<file path="config.mk">
export PLATFORM = sky130hd
export DESIGN_NAME = hts_finish
export DESIGN_NICKNAME = d
export VERILOG_FILES = /design/src/design/hts_pkg.sv /design/src/design/hts_finish.sv
export SDC_FILE = /design/constraint.sdc
export NUM_CORES = 2
export LEC_CHECK = 0
export ABC_AREA = 1
export BUFFER_PORTS_ARGS = -buffer_cell sky130_fd_sc_hd__buf_2
export CAP_MARGIN = 25
export CORE_ASPECT_RATIO = 1.75
export CORE_MARGIN = 2
export CORE_UTILIZATION = 60
export CTS_CLUSTER_DIAMETER = 60
export DETAILED_ROUTE_END_ITERATION = 16
export PLACE_DENSITY = 0.85
export SKIP_LAST_GASP = 1
export SYNTH_ARGS = -nofsm -noshare
export SYNTH_HDL_FRONTEND = slang
export SYNTH_SLANG_ARGS = --single-unit
</file>
<file path="constraint.sdc">
create_clock -name clk -period 10.6 [get_ports clk]
set_input_delay 2.12 -clock clk [delete_from_list [all_inputs] [get_ports clk]]
set_output_delay 2.12 -clock clk [all_outputs]
set_load 0.02 [all_outputs]
</file>
<file path="src/design/hts_pkg.sv">
// Shared types, constants and the arctangent table of the heading turn step unit
package hts_pkg;

    localparam int LANE_W  = 40;
    localparam int ANG_W   = 20;
    localparam int TAB_LEN = 30;

    localparam logic signed [33:0] Q_1P57    = 34'sd102892;
    localparam logic signed [33:0] Q_DONE_W  = 34'sd1114;
    localparam logic signed [20:0] Q_DONE    = 21'sd1114;
    localparam logic signed [19:0] Q_HALFPI  = 20'sd102944;
    localparam logic signed [20:0] Q_PI      = 21'sd205887;
    localparam logic signed [20:0] Q_TWOPI   = 21'sd411775;
    localparam logic [34:0]        TWOPI_U   = 35'd411775;
    // multiple of 2pi that lifts any 32 bit yaw above zero
    localparam logic signed [33:0] YAW_BIAS  = 34'sd2147818400;
    localparam logic signed [31:0] SQ_ONE    = 32'sd268435456;

    typedef struct packed {
        logic signed [31:0] pitch;
        logic signed [31:0] yaw;
        logic [32:0]        ured;
        logic signed [15:0] dx;
        logic signed [15:0] dz;
        logic [16:0]        rate;
        logic               chk;
        logic               hzero;
        logic signed [15:0] c;
        logic [28:0]        v;
        logic [30:0]        res;
    } hts_front_t;

    typedef struct packed {
        logic signed [31:0]         pitch;
        logic signed [31:0]         yaw;
        logic [18:0]                r;
        logic [16:0]                rate;
        logic                       chk;
        logic                       hzero;
        logic signed [LANE_W-1:0]   px;
        logic signed [LANE_W-1:0]   py;
        logic signed [ANG_W-1:0]    pz;
        logic signed [LANE_W-1:0]   yx;
        logic signed [LANE_W-1:0]   yy;
        logic signed [ANG_W-1:0]    yz;
    } hts_cord_t;

    function automatic logic [15:0] hts_atan(input int unsigned idx);
        logic [15:0] a;
        case (idx)
            0:       a = 16'd51472;
            1:       a = 16'd30385;
            2:       a = 16'd16055;
            3:       a = 16'd8150;
            4:       a = 16'd4091;
            5:       a = 16'd2047;
            6:       a = 16'd1024;
            7:       a = 16'd512;
            8:       a = 16'd256;
            9:       a = 16'd128;
            10:      a = 16'd64;
            11:      a = 16'd32;
            12:      a = 16'd16;
            13:      a = 16'd8;
            14:      a = 16'd4;
            15:      a = 16'd2;
            16:      a = 16'd1;
            default: a = 16'd0;
        endcase
        return a;
    endfunction

endpackage

</file>
<file path="src/design/hts_finish.sv">
// Error forming, yaw wrap, rate scaling and saturation, ending in the output register
module hts_finish (
    input  logic               clk,
    input  logic               rst_n,
    input  logic               vin,
    input  hts_pkg::hts_cord_t  din,
    output logic               rdy_up,
    output logic signed [31:0] pitch_out,
    output logic signed [31:0] yaw_out,
    output logic               turn_done,
    output logic               out_valid,
    input  logic               out_stall
);
    import hts_pkg::*;

    logic signed [33:0] ex_c;
    logic signed [20:0] d0, d1, d2, d3, ey_c;
    logic               done_c;

    logic               v1_reg, v2_reg, v3_reg;
    logic               r1, r2, r3;
    logic signed [31:0] p1_reg, y1_reg, p2_reg, y2_reg;
    logic [16:0]        rate1_reg;
    logic signed [33:0] ex1_reg;
    logic signed [20:0] ey1_reg;
    logic               dn1_reg, dn2_reg;
    logic signed [51:0] pex2_reg;
    logic signed [38:0] pey2_reg;

    logic signed [51:0] pex_next;
    logic signed [38:0] pey_next;
    logic signed [51:0] rp;
    logic signed [38:0] ry;
    logic signed [36:0] sp, sy;
    logic signed [31:0] pitch_next, yaw_next;

    always_comb
    begin
        ex_c = Q_1P57 - 34'(din.pz) - 34'(din.pitch);
        d0 = 21'(din.yz) - signed'({2'b0, din.r}) + Q_PI;
        d1 = (d0 < 0) ? d0 + Q_TWOPI : d0;
        d2 = (d1 < 0) ? d1 + Q_TWOPI : d1;
        d3 = (d2 >= Q_TWOPI) ? d2 - Q_TWOPI : d2;
        ey_c = din.hzero ? 21'sd0 : d3 - Q_PI;
        done_c = (ey_c > -Q_DONE) && (ey_c < Q_DONE)
               && (!din.chk || ((ex_c > -Q_DONE_W) && (ex_c < Q_DONE_W)));
    end

    assign pex_next = 52'(ex1_reg) * 52'(signed'({1'b0, rate1_reg}));
    assign pey_next = 39'(ey1_reg) * 39'(signed'({1'b0, rate1_reg}));

    always_comb
    begin
        rp = (pex2_reg + 52'sd32768) >>> 16;
        ry = (pey2_reg + 39'sd32768) >>> 16;
        sp = 37'(p2_reg) + 37'(rp);
        sy = 37'(y2_reg) + 37'(ry);
        if (sp > 37'sd2147483647)
            pitch_next = 32'sh7fffffff;
        else if (sp < -37'sd2147483648)
            pitch_next = 32'sh80000000;
        else
            pitch_next = 32'(sp);
        if (sy > 37'sd2147483647)
            yaw_next = 32'sh7fffffff;
        else if (sy < -37'sd2147483648)
            yaw_next = 32'sh80000000;
        else
            yaw_next = 32'(sy);
    end

    assign r3 = !v3_reg || !out_stall;
    assign r2 = !v2_reg || r3;
    assign r1 = !v1_reg || r2;
    assign rdy_up = r1;

    always_ff @(posedge clk or negedge rst_n)
    begin
        if (!rst_n)
        begin
            v1_reg <= 1'b0;
            v2_reg <= 1'b0;
            v3_reg <= 1'b0;
        end
        else
        begin
            if (r1)
                v1_reg <= vin;
            if (r2)
                v2_reg <= v1_reg;
            if (r3)
                v3_reg <= v2_reg;
        end
    end

    always_ff @(posedge clk)
    begin
        if (r1 && vin)
        begin
            p1_reg    <= din.pitch;
            y1_reg    <= din.yaw;
            rate1_reg <= din.rate;
            ex1_reg   <= ex_c;
            ey1_reg   <= ey_c;
            dn1_reg   <= done_c;
        end
        if (r2 && v1_reg)
        begin
            p2_reg   <= p1_reg;
            y2_reg   <= y1_reg;
            dn2_reg  <= dn1_reg;
            pex2_reg <= pex_next;
            pey2_reg <= pey_next;
        end
        if (r3 && v2_reg)
        begin
            pitch_out <= pitch_next;
            yaw_out   <= yaw_next;
            turn_done <= dn2_reg;
        end
    end

    assign out_valid = v3_reg;

endmodule

</file>
# Yosys cells after proc, flatten, opt, wreduce, memory -nomap -nowiden
# Index checks and enable logic that the tools add are counted.
# Widths: inputs -> output; s select.
# word_totals
reg_bits	360
out_inout_bits	67
# op_classes
addsub	12
n_mul	2
magnitude_cmp	11
muxes	6
reduce_logical	15
# ops
operator	n
$mux 21	4
$mux 32	2
$add 52x17->52 const B	1
$mul 33x18->51	1
$add 21x20->21 const B	2
$lt 21x1->1 const B	2
$add 39x17->39 const B	1
$mul 21x18->39	1
$add 32x36->37	1
$gt 37x32->1 const B	1
$lt 37x32->1 const B	1
$add 32x23->33	1
$gt 33x12->1 const B	1
$gt 33x32->1 const B	1
$lt 33x12->1 const B	1
$lt 33x32->1 const B	1
$sub 21x32->33	1
$add 21x19->21 const B	1
$ge 21x20->1 const B	1
$gt 21x12->1 const B	1
$lt 21x12->1 const B	1
$sub 18x20->21 const A	1
$sub 20x20->21	1
$sub 21x19->21 const B	1
other kinds (4)	16

# Depth between registers and ports, before layout
# depth
ltp_word	13
mapped_depth	53
ltp_nobuf	53

# Worst setup path before layout
# OpenSTA, ideal clock, no wires.
# synth_path
kind	in2reg
startpoint	in out_stall
endpoint	reg dn1_reg (enable)
setup_ns	0.636
arrival_ns	8.043
t_required_ns	9.964
path_slack_ns	1.921
path_stages	5
path_cell_list	nand2_1 -> nor2_1 -> inv_1 -> nor2_1 -> nor2_1
# synth_between
elab_chain_len	5
# synth_rtl
element	line	rtl
start, declared	hts_finish.sv:12	input logic out_stall
$logic_not 1->1	hts_finish.sv:72	assign r3 = !v3_reg || !out_stall;
$logic_or 1x1->1	hts_finish.sv:72	
$logic_or 1x1->1	hts_finish.sv:73	assign r2 = !v2_reg || r3;
$logic_or 1x1->1	hts_finish.sv:74	assign r1 = !v1_reg || r2;
$logic_and 1x1->1	hts_finish.sv:98	if (r1 && vin)
end signal, assigned	hts_finish.sv:105	dn1_reg <= done_c;
end, declared	hts_finish.sv:26	logic dn1_reg, dn2_reg;
# Every way passes these cells.
# A chain may end at the register's enable or synchronous reset.

# Worst setup path in the final report
# layout_path
startpoint	reg rate1_reg[7]
endpoint	reg pex2_reg[49] (data pin)
# layout_between
elab_chain_len	1
# layout_rtl
element	line	rtl
start, declared	hts_finish.sv:23	logic [16:0] rate1_reg;
start signal, assigned	hts_finish.sv:102	rate1_reg <= din.rate;
$mul 33x18->51	hts_finish.sv:49	assign pex_next = 52'(ex1_reg) * 52'(signed'({1'b0, rate1_reg}));
named net pex_next[49]	hts_finish.sv:30	logic signed [51:0] pex_next;
end signal, assigned	hts_finish.sv:112	pex2_reg <= pex_next;
end, declared	hts_finish.sv:27	logic signed [51:0] pex2_reg;
# The timed path passes the listed nets, and every way through them passes these cells.

==> out/qor.csv <==
stage;metric;value;unit
clock_network;CTS sink cnt;329;
worst_setup_path;Worst Path Arrival;9.87;ns
global_routing;global-route wire length before repair;221500;µm
worst_setup_path;CP max stage cell;edfxtp_1;
synthesis;top cells by area, synth;fa_1 33%, edfxtp_1 18%, inv_1 12%, nand2_1 11%, ha_1 9.0%;
finish;fillcell total;6918;
timing;Final min period;9.456;ns
floorplanning;Horiz. Die Dim;229.5;µm
synthesis;Cells after Synth;6403;
global_routing;largest net degree at the start of global routing;74;
timing;RSZ-0062 raised after global routing;false;
synthesis;FF+latch count, synth;329;
routing;DRC viols;0;
routing;Iteration-0 DRC Markers;2616;
worst_setup_path;CP max stage delay;0.99;ns
timing;crit share post-route;0.8921;
floorplanning;Ports;373;
min_path;worst hold path class;flop to flop;
synthesis;synthesized cell area;53380;µm²
worst_setup_path;Crit path max-delay family;adder cells;
worst_setup_path;Worst setup EP type;flop;
finish;max reg flops;36;
timing;Final setup viols;0;
routing;routed wire length;134600;µm
routing;antenna violation net count after detailed routing;0;
clock_network;CTS max path bufs;3;
routing;drt wl/cell;17.55;µm
synthesis;Synth Net Count;7986;
synthesis;FFs w/ async S/R, synth;0.009119;
synthesis;share of the synthesized area in the top cell type;0.3346;
synthesis;post-synthesis sequential area ratio;0.1848;
finish;layout cells sized above 1;0.07001;
routing;routed vias;41800;
timing;worst-margin pin slew;1.065;ns
routing;Via density;5.452;
clock_network;Setup Buffers After CTS;0;
global_routing;vias in the first global route;45550;
place;GPL Wtd Cong;0.9589;
synthesis;post-synth top area cell;fa_1;
clock_network;post_cts resized;0;
worst_setup_path;Worst Path Required;11.01;ns
job;Max-Cap Viols;0;
floorplanning;chip height;398.6;µm
synthesis;ys flop type;edfxtp_1;
timing;Slew Limit Fails;0;
global_routing;initial antenna violation count;2;
floorplanning;initial core utilization;0.6058;
global_routing;Tot GR Track Use;0.3066;
floorplanning;# rows;144;
worst_setup_path;Crit Path Max Fanout;19;
timing;Final TNS setup;0;ns
timing;f_max;105.8;MHz
timing;Worst slew margin;0.2902;
clock_network;Reg clk slew, reported paths;0.06;ns
worst_setup_path;kind of critical path;flop to flop;
synthesis;Mean Syn Cell Area;8.336;µm²
finish;Final nets;8054;
global_routing;grt ovf;0;
worst_setup_path;type of origin of the critical path;flop;
timing;Fin Clk Skew;0.03846;ns
clock_network;Clk Latency, worst-skew pair;0.60;ns
floorplanning;core footprint;88100;µm²
clock_network;CTS Hold Buffers Added;0;
place;PortBufs;212;
floorplanning;die area;91460;µm²
synthesis;synth warn;0;
place;HPWL after DPL;106600;µm
clock_network;root buf cell;clkbuf_16;
timing;Final Hold Fails;0;
worst_setup_path;CP Buf/Inv Count;6;
clock_network;cts bufs inserted;37;
routing;DR pass1 iterations;6;
clock_network;H-tree depth;2;
synthesis;synth unique cells;54;
finish;P&R area growth vs syn;6.165;%
clock_network;CTS tree;yes;
synthesis;EDFF count, synth;326;
status;status;completed;
-- logic make-up after synthesis --
kind of cell,after synthesis,share of synthesized area
XOR/XNOR,243,0.03987
adder cells (fa/ha/maj),1277,0.4248
AND/OR/NAND/NOR,2208,0.1709
AO/OA/AOI/OAI,387,0.04053
buffers and inverters,1959,0.1391
flip-flops,329,0.1848
-- path summary, 6_finish.rpt --
path	depth (start not counted)	slack (ns)	endpoint	start
max in group asynchronous	1	9.18	v2_reg	rst_n
hold reg to reg	0	0.42	y2_reg[29]	y1_reg[29]
hold / removal	0	0.42	y2_reg[29]	y1_reg[29]
setup reg to reg	32	1.14	pex2_reg[49]	rate1_reg[7]
min in group asynchronous	1	1.31	v1_reg	rst_n
setup / recovery	32	1.14	pex2_reg[49]	rate1_reg[7]
-- area by class of cell --
type                       count  area, µm²  share of cell area
antenna                        1      2.502          0.00004416
clock buffer                  41      940.9             0.01660
clock inverter                26      327.8            0.005785
inverter                    1725       6477              0.1143
multi-input combinational   4115      36130              0.6376
sequential                   329       9864              0.1741
tap                         1168       1461             0.02579
timing repair buffer         263       1464             0.02583
-- per-layer routing --
layer,part of all wire,global-route usage,vias up
met5,0.00020,0,-
met4,0.080,0.2117,4
met3,0.077,0.05229,660
met2,0.51,0.5504,1912
met1,0.33,0.3279,20200
li1,-,-,19020
-- metrics by stage --
step / std cells / worst slack [ns] / area [µm²] / util / hold slack [ns]
2_1_floorplan: 6403 / 1.921 / 53380 / - / 0.4003
3_3_place_gp: 7599 / 1.577 / 55370 / 0.6284 / 0.4011
3_5_place_dp: 7599 / 1.345 / 55370 / 0.6284 / 0.4054
4_1_cts: 7666 / 1.327 / 56640 / 0.6428 / 0.4169
5_1_grt: 7667 / 0.7577 / 56660 / 0.6431 / 0.4147
6_report: 7668 / 1.144 / 56670 / 0.6432 / 0.4191
-- cells in the mapped netlist (22+ instances only) --
master    count
nor2_2       22
nand2_2      47
inv_1      1696
nand3_1     204
nor3_1       29
nand4_1      37
edfxtp_1    326
nor2_1      180
o21ai_0      92
clkbuf_1    217
xnor2_1      82
a21oi_1     203
nand2_1    1632
inv_2        22
fa_1        892
ha_1        385
xor2_1      161
-- cell usage in the layout (no fill, tap or decap), types with 13 or more instances in the layout --
master	instances
a21oi_1	202
buf_2	212
buf_4	50
clkbuf_16	37
edfxtp_1	326
fa_1	892
ha_1	385
inv_1	1695
inv_2	22
nand2_1	1632
nand2_2	47
nand3_1	204
nand3_2	13
nand4_1	37
nor2_1	178
nor2_2	23
nor3_1	29
o21ai_0	92
o21bai_1	16
xnor2_1	82
xor2_1	161
Power is not shown: default switching activity piles up to over one toggle a cycle in this logic, so the estimate is an artifact.
